## src/cpvc_pkg.sv

```systemverilog
// Shared types, constants and arithmetic helpers for the Cartesian PID velocity command block.
`default_nettype none
package cpvc_pkg;

	localparam int AXES   = 3;
	localparam int AXIS_W = (AXES > 1) ? $clog2(AXES) : 1;

	localparam int POS_W  = 24;
	localparam int ERR_W  = 25;
	localparam int DERR_W = 26;
	localparam int SUM_W  = 40;
	localparam int SMTH_W = 32;
	localparam int PID_W  = 50;
	localparam int PROD_W = 66;
	localparam int MUL_W  = 25;
	localparam int NORM_W = 51;
	localparam int CFG_W  = 32;
	localparam int IDX_W  = 3;

	// Configuration register indexes
	typedef enum logic [IDX_W-1:0] {
		REG_KP    = 3'd0,
		REG_KI    = 3'd1,
		REG_KD    = 3'd2,
		REG_ALPHA = 3'd3,
		REG_DB    = 3'd4
	} reg_idx_t;

	typedef struct packed {
		logic signed [POS_W-1:0] target_x;
		logic signed [POS_W-1:0] target_y;
		logic signed [POS_W-1:0] target_z;
		logic signed [POS_W-1:0] measured_x;
		logic signed [POS_W-1:0] measured_y;
		logic signed [POS_W-1:0] measured_z;
		logic signed [POS_W-1:0] feedforward_x;
		logic signed [POS_W-1:0] feedforward_y;
		logic signed [POS_W-1:0] feedforward_z;
		logic                    enable;
		logic                    target_valid;
	} in_item_t;

	typedef struct packed {
		logic signed [POS_W-1:0] command_x;
		logic signed [POS_W-1:0] command_y;
		logic signed [POS_W-1:0] command_z;
		logic                    in_deadband;
	} out_item_t;

	// Saturate a 41-bit sum to 40 bits
	function automatic logic signed [SUM_W-1:0] sat40(input logic signed [SUM_W:0] v);
		if (v[SUM_W] != v[SUM_W-1])
			return v[SUM_W] ? {1'b1, {(SUM_W-1){1'b0}}} : {1'b0, {(SUM_W-1){1'b1}}};
		return v[SUM_W-1:0];
	endfunction

	// Saturate the wide PID sum to 32 bits
	function automatic logic signed [SMTH_W-1:0] sat32_pid(input logic signed [PID_W-1:0] v);
		if (&v[PID_W-1:SMTH_W-1] || ~|v[PID_W-1:SMTH_W-1])
			return v[SMTH_W-1:0];
		return v[PID_W-1] ? {1'b1, {(SMTH_W-1){1'b0}}} : {1'b0, {(SMTH_W-1){1'b1}}};
	endfunction

	// Saturate the filter update to 32 bits
	function automatic logic signed [SMTH_W-1:0] sat32_smth(input logic signed [34:0] v);
		if (&v[34:SMTH_W-1] || ~|v[34:SMTH_W-1])
			return v[SMTH_W-1:0];
		return v[34] ? {1'b1, {(SMTH_W-1){1'b0}}} : {1'b0, {(SMTH_W-1){1'b1}}};
	endfunction

	// Saturate feedforward plus filter output to 24 bits
	function automatic logic signed [POS_W-1:0] sat24(input logic signed [SMTH_W:0] v);
		if (&v[SMTH_W:POS_W-1] || ~|v[SMTH_W:POS_W-1])
			return v[POS_W-1:0];
		return v[SMTH_W] ? {1'b1, {(POS_W-1){1'b0}}} : {1'b0, {(POS_W-1){1'b1}}};
	endfunction

	// Round half up, shift right by 8
	function automatic logic signed [PID_W-1:0] rnd8(input logic signed [PROD_W-1:0] a);
		logic signed [PROD_W-1:0] t;
		t = (a + PROD_W'(128)) >>> 8;
		return t[PID_W-1:0];
	endfunction

	// Round half up, shift right by 16
	function automatic logic signed [PID_W-1:0] rnd16(input logic signed [PROD_W-1:0] a);
		logic signed [PROD_W-1:0] t;
		t = (a + PROD_W'(32768)) >>> 16;
		return t[PID_W-1:0];
	endfunction

endpackage
`default_nettype wire

```

## src/cpvc_if.sv

```systemverilog
// Valid/ready channel interfaces for the input and result transactions.
`default_nettype none
interface cpvc_in_if import cpvc_pkg::*; ();
	logic     valid;
	logic     ready;
	in_item_t data;
	modport source(output valid, output data, input ready);
	modport sink(input valid, input data, output ready);
endinterface

interface cpvc_out_if import cpvc_pkg::*; ();
	logic      valid;
	logic      ready;
	out_item_t data;
	modport source(output valid, output data, input ready);
	modport sink(input valid, input data, output ready);
endinterface
`default_nettype wire

```

## src/cartesian_pid_velocity_command_core.sv

```systemverilog
// Cartesian PID velocity command core: per-axis PID, low-pass filter, deadband and saturation.
//
// Usage:
// - in_item carries one control tick (targets, measurements, feedforward, enable,
//   target_valid); a transaction is taken when valid and ready are both high.
// - out_item carries the three-axis velocity command and the deadband flag.
// - cfg_we/cfg_index/cfg_data write the gains, filter coefficient and deadband;
//   write them only while the core is idle. Unknown indexes are ignored.
// - All products come from one bit-serial shift-add multiplier that retires one
//   multiplier bit per cycle and stops at the highest set bit. Per axis there are
//   five products (P, I, D, filter, error square), worked in turn after one setup step;
//   each product is followed by a post-processing step, and after the last axis the
//   result goes into the output register.
// - One item is processed at a time; in_item.ready is high while the core is idle,
//   also while an earlier result still waits in the output register.
// - If the receiver stalls, the finished result waits until the output register
//   frees up, and the next item is held off until then.
// - Reset restores the register defaults and clears the integrator, last error and
//   filter state on all axes; the output register comes up empty.
`default_nettype none
module cartesian_pid_velocity_command_core import cpvc_pkg::*; (
	input  wire              clk,
	input  wire              arst_n,
	input  wire              cfg_we,
	input  wire [IDX_W-1:0]  cfg_index,
	input  wire [CFG_W-1:0]  cfg_data,
	cpvc_in_if.sink          in_item,
	cpvc_out_if.source       out_item
);

	typedef enum logic [4:0] {
		S_IDLE  = 5'b00001,
		S_SETUP = 5'b00010,
		S_MUL   = 5'b00100,
		S_POST  = 5'b01000,
		S_DONE  = 5'b10000
	} state_t;

	typedef enum logic [2:0] {
		OP_P,
		OP_I,
		OP_D,
		OP_F,
		OP_SQ
	} op_t;

	state_t state_q;
	op_t    op_q;

	// Configuration
	logic [15:0] kp_q, kd_q, alpha_q;
	logic [23:0] ki_q;
	logic [31:0] db_q;

	// Per-axis controller state
	logic signed [SUM_W-1:0]  esum_q  [AXES];
	logic signed [ERR_W-1:0]  lerr_q  [AXES];
	logic signed [SMTH_W-1:0] smth_q  [AXES];
	logic signed [POS_W-1:0]  cmd_q   [AXES];

	// Working registers
	in_item_t                 in_q;
	logic [AXIS_W-1:0]        axis_q;
	logic signed [ERR_W-1:0]  e_q;
	logic signed [DERR_W-1:0] de_q;
	logic signed [PID_W-1:0]  pid_q;
	logic [NORM_W-1:0]        norm_q;
	logic signed [PROD_W-1:0] mc_q;
	logic signed [PROD_W-1:0] acc_q;
	logic [MUL_W-1:0]         ml_q;

	logic      out_valid_q;
	out_item_t out_q;

	// Per-axis views of the captured item
	logic signed [POS_W-1:0] tgt [AXES];
	logic signed [POS_W-1:0] meas [AXES];
	logic signed [POS_W-1:0] ffw [AXES];

	assign tgt[0]  = in_q.target_x;
	assign tgt[1]  = in_q.target_y;
	assign tgt[2]  = in_q.target_z;
	assign meas[0] = in_q.measured_x;
	assign meas[1] = in_q.measured_y;
	assign meas[2] = in_q.measured_z;
	assign ffw[0]  = in_q.feedforward_x;
	assign ffw[1]  = in_q.feedforward_y;
	assign ffw[2]  = in_q.feedforward_z;

	// Setup arithmetic for the current axis
	logic signed [ERR_W-1:0]  e_w;
	logic signed [DERR_W-1:0] de_w;
	logic signed [SUM_W-1:0]  sum_w;
	always_comb begin
		e_w   = in_q.target_valid ? (ERR_W'(tgt[axis_q]) - ERR_W'(meas[axis_q])) : '0;
		de_w  = DERR_W'(e_w) - DERR_W'(lerr_q[axis_q]);
		sum_w = sat40((SUM_W+1)'(esum_q[axis_q]) + (SUM_W+1)'(e_w));
	end

	// Post-processing of the finished product
	logic signed [PID_W-1:0]  pid_sum_w;
	logic signed [SMTH_W-1:0] pid_sat_w;
	logic signed [SMTH_W:0]   diff_w;
	logic signed [34:0]       smth_sum_w;
	logic signed [SMTH_W-1:0] smth_new_w;
	logic signed [POS_W-1:0]  cmd_w;
	logic [ERR_W-1:0]         e_abs_w;
	logic                     dead_w;
	always_comb begin
		pid_sum_w  = pid_q + rnd8(acc_q);
		pid_sat_w  = sat32_pid(pid_sum_w);
		diff_w     = (SMTH_W+1)'(pid_sat_w) - (SMTH_W+1)'(smth_q[axis_q]);
		smth_sum_w = 35'(smth_q[axis_q]) + 35'(rnd16(acc_q));
		smth_new_w = sat32_smth(smth_sum_w);
		cmd_w      = sat24((SMTH_W+1)'(ffw[axis_q]) + (SMTH_W+1)'(smth_new_w));
		e_abs_w    = e_q[ERR_W-1] ? ERR_W'(-e_q) : ERR_W'(e_q);
		dead_w     = norm_q < NORM_W'(db_q);
	end

	assign in_item.ready  = (state_q == S_IDLE);
	assign out_item.valid = out_valid_q;
	assign out_item.data  = out_q;

	// Configuration writes
	always_ff @(posedge clk or negedge arst_n) begin
		if (!arst_n) begin
			kp_q    <= 16'd230;
			ki_q    <= 24'd0;
			kd_q    <= 16'd1280;
			alpha_q <= 16'd7314;
			db_q    <= 32'd65536;
		end else if (cfg_we) begin
			unique case (cfg_index)
				REG_KP:    kp_q    <= cfg_data[15:0];
				REG_KI:    ki_q    <= cfg_data[23:0];
				REG_KD:    kd_q    <= cfg_data[15:0];
				REG_ALPHA: alpha_q <= cfg_data[15:0];
				REG_DB:    db_q    <= cfg_data;
				default: ;
			endcase
		end
	end

	// Sequencer, controller state and output register
	always_ff @(posedge clk or negedge arst_n) begin
		if (!arst_n) begin
			state_q     <= S_IDLE;
			op_q        <= OP_P;
			axis_q      <= '0;
			out_valid_q <= 1'b0;
			for (int i = 0; i < AXES; i++) begin
				esum_q[i] <= '0;
				lerr_q[i] <= '0;
				smth_q[i] <= '0;
			end
		end else begin
			// drained result; a reload in S_DONE sets the flag instead
			if (out_valid_q && out_item.ready && state_q != S_DONE)
				out_valid_q <= 1'b0;

			unique case (state_q)
				S_IDLE: begin
					if (in_item.valid) begin
						in_q    <= in_item.data;
						axis_q  <= '0;
						norm_q  <= '0;
						state_q <= S_SETUP;
					end
				end
				S_SETUP: begin
					e_q            <= e_w;
					de_q           <= de_w;
					esum_q[axis_q] <= sum_w;
					lerr_q[axis_q] <= e_w;
					mc_q           <= PROD_W'(e_w);
					ml_q           <= MUL_W'(kp_q);
					acc_q          <= '0;
					op_q           <= OP_P;
					state_q        <= S_MUL;
				end
				S_MUL: begin
					// one multiplier bit per cycle, LSB first
					if (ml_q == '0) begin
						state_q <= S_POST;
					end else begin
						if (ml_q[0])
							acc_q <= acc_q + mc_q;
						mc_q <= mc_q <<< 1;
						ml_q <= ml_q >> 1;
					end
				end
				S_POST: begin
					acc_q   <= '0;
					state_q <= S_MUL;
					case (op_q)
						OP_P: begin
							pid_q <= rnd8(acc_q);
							mc_q  <= PROD_W'(esum_q[axis_q]);
							ml_q  <= MUL_W'(ki_q);
							op_q  <= OP_I;
						end
						OP_I: begin
							pid_q <= pid_q + rnd16(acc_q);
							mc_q  <= PROD_W'(de_q);
							ml_q  <= MUL_W'(kd_q);
							op_q  <= OP_D;
						end
						OP_D: begin
							mc_q <= PROD_W'(diff_w);
							ml_q <= MUL_W'(alpha_q);
							op_q <= OP_F;
						end
						OP_F: begin
							smth_q[axis_q] <= smth_new_w;
							cmd_q[axis_q]  <= cmd_w;
							mc_q           <= PROD_W'($unsigned(e_abs_w));
							ml_q           <= e_abs_w;
							op_q           <= OP_SQ;
						end
						default: begin
							norm_q <= norm_q + acc_q[NORM_W-1:0];
							if (axis_q == AXIS_W'(AXES - 1)) begin
								state_q <= S_DONE;
							end else begin
								axis_q  <= axis_q + 1'b1;
								state_q <= S_SETUP;
							end
						end
					endcase
				end
				S_DONE: begin
					// wait for a free output register
					if (!out_valid_q || out_item.ready) begin
						out_q.in_deadband <= dead_w;
						out_q.command_x   <= (in_q.enable && !dead_w) ? cmd_q[0] : '0;
						out_q.command_y   <= (in_q.enable && !dead_w) ? cmd_q[1] : '0;
						out_q.command_z   <= (in_q.enable && !dead_w) ? cmd_q[2] : '0;
						out_valid_q       <= 1'b1;
						state_q           <= S_IDLE;
					end
				end
				default: state_q <= S_IDLE;
			endcase
		end
	end

endmodule
`default_nettype wire

```

## src/flat_wrapper.sv

```systemverilog
// flat-port wrapper written by rule: the top's interface ports become plain ports
module cartesian_pid_velocity_command_core_flat import cpvc_pkg::*;
  (clk, arst_n, cfg_we, cfg_index, cfg_data, in_item_valid, in_item_data, in_item_ready, out_item_valid, out_item_data, out_item_ready);
  cpvc_in_if in_item_i ();
  cpvc_out_if out_item_i ();
  input  wire clk;
  input  wire arst_n;
  input  wire cfg_we;
  input  wire [IDX_W-1:0] cfg_index;
  input  wire [CFG_W-1:0] cfg_data;
  input wire logic [$bits(in_item_i.valid)-1:0] in_item_valid;
  input wire logic [$bits(in_item_i.data)-1:0] in_item_data;
  output wire logic [$bits(in_item_i.ready)-1:0] in_item_ready;
  output wire logic [$bits(out_item_i.valid)-1:0] out_item_valid;
  output wire logic [$bits(out_item_i.data)-1:0] out_item_data;
  input wire logic [$bits(out_item_i.ready)-1:0] out_item_ready;
  assign in_item_i.valid = in_item_valid;
  assign in_item_i.data = in_item_data;
  assign in_item_ready = in_item_i.ready;
  assign out_item_valid = out_item_i.valid;
  assign out_item_data = out_item_i.data;
  assign out_item_i.ready = out_item_ready;
  cartesian_pid_velocity_command_core u_core (.clk(clk), .arst_n(arst_n), .cfg_we(cfg_we), .cfg_index(cfg_index), .cfg_data(cfg_data), .in_item(in_item_i), .out_item(out_item_i));
endmodule
```

## config.mk

```make
export PLATFORM = sky130hd
export DESIGN_NAME = cartesian_pid_velocity_command_core_flat
export DESIGN_NICKNAME = d
export VERILOG_FILES = /design/src/cpvc_pkg.sv /design/src/cpvc_if.sv /design/src/cartesian_pid_velocity_command_core.sv /design/src/flat_wrapper.sv
export SDC_FILE = /design/constraint.sdc
export NUM_CORES = 2
export LEC_CHECK = 0
export BUFFER_PORTS_ARGS = -buffer_cell sky130_fd_sc_hd__buf_2
export CORE_MARGIN = 2
export CORE_UTILIZATION = 35
export CTS_BUF_LIST = sky130_fd_sc_hd__clkbuf_16
export CTS_CLUSTER_SIZE = 8
export DETAILED_ROUTE_END_ITERATION = 8
export GPL_ROUTABILITY_DRIVEN = 0
export PLACE_DENSITY = 0.6
export SETUP_SLACK_MARGIN = 0.1
export SYNTH_ARGS = -nofsm -noshare
export SYNTH_HDL_FRONTEND = slang
export SYNTH_SLANG_ARGS = --single-unit
```

## constraint.sdc

```tcl
create_clock -name clk -period 23.3 [get_ports clk]
set_clock_uncertainty 0.1 [all_clocks]
set_input_delay 5.825 -clock clk [delete_from_list [all_inputs] [get_ports clk]]
set_output_delay 5.825 -clock clk [all_outputs]
set_load 0.01 [all_outputs]
```

==> reports/results.txt <==
Worst Hold Class -> reg -> reg
Hold slack -> 374 ps
Syn avg cell area -> 9.70 um^2
Violated checks -> capacitance limit, slew limit
RSZ-0062 raised after global routing -> no
Slew Viols, Final -> 2
Slowest stage delay, CP -> 1270 ps
Ys async rst share -> 37.7%
Filler Cells Inserted -> 18700
YS warnings -> 0
Clock Path Buffers -> 3
Fmax achieved -> 0.0870 GHz
Max Cap Violations -> 1
Fraction of layout cells with a size suffix above 1 -> 11.2%
Post-route setup slack -> 11810 ps
VDD IR max -> 0.0699 mV
PwrDens -> 101 mW/mm^2
Logic pwr share -> 38.7%
Switching pwr -> 0.00298 W
Congestion Overflow GR -> 0
Synth Instances -> 6948
Vias per cell -> 5.59
Top cell type's share of synthesized area -> 29.9%
Worst Path Arrival -> 11890 ps
Pint -> 0.00475 W
Initial antenna violation count -> 20
Register clock-pin slew on the reported worst setup and hold paths -> 60 ps
Adder-Cell Fraction of Synth Area -> 8.66%
Fin Setup TNS -> 0 ps
Synth top area cells -> edfxtp_1 (30%), dfrtp_1 (15%), ha_1 (8.4%)
Die Wd -> 443 um
Initial core utilization -> 35.1%
Unique cell type count in the Yosys netlist -> 104
Hold Buf Count CTS -> 0
Main combinational cell family by area after synthesis -> compound AO/OA/AOI/OAI gates
Compound-Gate Fraction of Synth Area -> 18.5%
Switching fraction of total power -> 38.6%
Critical path required time -> 23700 ps
Row cnt -> 161
Routed wire per std cell -> 21.5 um
Clk sinks -> 1078
Sequential power share -> 34.1%
DRC violations left -> 0
Register bit total from synthesis -> 1078
Syn nets -> 7666
Detailed Place HPWL -> 156 mm
Global-route wire length before repair -> 323 mm
Netlist Area Pre-Place -> 0.0674 mm^2
Final wirelength -> 212 mm
Post-CTS Setup Bufs -> 0
Vias in the first global route -> 53300
Nets -> 7910
Minimum clock period -> 11500 ps
CP bufs+invs -> 1
Die Height -> 443 um
Final hold viol count -> 0
Sequential area share after synthesis -> 45.0%
Worst-Margin Slew -> 1540 ps
Pin count of the biggest net entering global routing -> 211
Leading cell types by count after synthesis -> nand2_1 (721), edfxtp_1 (672), o21ai_0 (615), nor2_1 (527), a21oi_1 (505)
IO Count -> 333
Area Overhead vs Synth -> 13.3%
Synth Area in Simple Gates -> 14.0%
Clock H-tree levels -> 4
Critical path's top delay family -> compound AO/OA/AOI/OAI gates
CTS Buf Count -> 155
Most common cell in the netlist -> nand2_1
Root Buffer Master -> clkbuf_16
Initial DRC Count -> 5183
CP Class -> reg -> reg
Core area -> 0.192 mm^2
GRT Util Overall -> 21.0%
Nature of the critical path endpoint -> flop
PortBufs -> 332
Slew margin rel. -> -5.41%
Clock power share -> 27.2%
EDFF count, synth -> 672
Status -> finished, violations left
Vias -> 54900
Multiplexer share of the synthesized area -> 4.78%
Cell taking the most area after synthesis -> edfxtp_1
Period utilization -> 49.3%
# resized after CTS -> 0
First-pass detailed-route iteration total -> 8
CP startpoint kind -> flop
Place WS -> 12390 ps
Die footprint -> 0.196 mm^2
CTS tree -> built
P_leak -> 31.5 nW
Leading register cell type out of synthesis -> edfxtp_1
Final ANT Viol Nets -> 0
Synth Area in XOR/XNOR -> 5.88%
Final setup fails -> 0
Max FO, Critical Path -> 31
Clk Latency, worst-skew pair -> 820 ps
CP max-delay cell -> a2111oi_0
R2R setup slack -> 11810 ps
-- path summary, 6_finish.rpt --
check	startpoint	endpoint	cells past startpoint
max	u_core.acc_q[15]	u_core.mc_q[23]	37
min	u_core.esum_q[81]	u_core.esum_q[81]	1
max reg2reg	u_core.acc_q[15]	u_core.mc_q[23]	37
min reg2reg	u_core.esum_q[81]	u_core.esum_q[81]	1
max in group asynchronous	arst_n	u_core.smth_q[62]	2
min in group asynchronous	arst_n	u_core.ki_q[9]	1
-- stage by stage --
step | utilization [%] | std cells | instance area [um^2] | total power [W]
floorplan | - | 6948 | 67400 | 0.00471
global placement | 37.4 | 9561 | 71800 | 0.00554
detailed placement | 37.4 | 9561 | 71800 | 0.00559
CTS | 39.8 | 9820 | 76300 | 0.00773
global route | 39.8 | 9829 | 76400 | 0.00817
finish | 39.8 | 9831 | 76400 | 0.00773
-- cells by family (layout without fill, tap and decap cells) --
logic type      count (synthesis)  after routing
compound gates               2053           2053
xor+xnor                      449            449
fa+ha+maj                     461            461
buf+inv                       552            898
flops                        1078           1078
mux                           306            306
other cells                     0             11
simple gates                 2049           2049
-- placed cells by master (no fill, tap or decap), types with 126 or more instances in the layout --
| cell type | synthesis | routed |
|---|---|---|
| a21o_1 | 250 | 250 |
| a21oi_1 | 505 | 504 |
| buf_2 | 16 | 331 |
| clkbuf_16 | 0 | 156 |
| dfrtp_1 | 391 | 389 |
| edfxtp_1 | 672 | 672 |
| ha_1 | 450 | 450 |
| inv_1 | 227 | 308 |
| mux2_2 | 126 | 126 |
| mux2i_1 | 179 | 179 |
| nand2_1 | 721 | 718 |
| nand3_1 | 268 | 265 |
| nor2_1 | 527 | 516 |
| o21ai_0 | 615 | 615 |
| o21ai_1 | 154 | 154 |
| xnor2_1 | 252 | 252 |
| xor2_1 | 194 | 194 |
-- layout make-up --
cell class | instances | area [um^2] | area share (%)
Multi-Input combinational cell | 5318 | 35200 | 46.0
Tap cell | 2526 | 3160 | 4.14
Timing Repair Buffer | 411 | 2290 | 3.00
Sequential cell | 1078 | 30400 | 39.8
Inverter | 228 | 856 | 1.12
Clock buffer | 156 | 3900 | 5.11
Clock inverter | 103 | 612 | 0.801
Antenna cell | 11 | 27.5 | 0.0360
-- registers in the layout, indices dropped and copies added, names as in the netlist, 32 cells and up --
| name | count |
|---|---|
| u_core.acc_q | 66 |
| u_core.cmd_q | 72 |
| u_core.db_q | 32 |
| u_core.esum_q | 120 |
| u_core.ffw | 72 |
| u_core.in_q | 146 |
| u_core.lerr_q | 75 |
| u_core.mc_q | 66 |
| u_core.norm_q | 51 |
| u_core.out_item.data | 73 |
| u_core.pid_q | 50 |
| u_core.smth_q | 96 |
-- routing by layer --
metal	global-route usage [%]	share of wire (%)	vias to the layer above
li1	-	-	25900
met1	26.9	42	26800
met2	35.1	48	1790
met3	3.53	5.9	406
met4	8.81	4.2	8
met5	0	0.021	-
-- power by group through the flow --
| stage | sequential (W) | clock, W | combinational, W |
|---|---|---|---|
| 6_report | 0.00264 | 0.00210 | 0.00299 |
| 2_1_floorplan | 0.00262 | 0 | 0.00208 |
| 3_3_place_gp | 0.00266 | 0 | 0.00288 |
| 3_5_place_dp | 0.00267 | 0 | 0.00292 |
| 5_1_grt | 0.00267 | 0.00222 | 0.00329 |
| 4_1_cts | 0.00264 | 0.00215 | 0.00294 |
No activity file was read; power rests on OpenSTA's default activity.
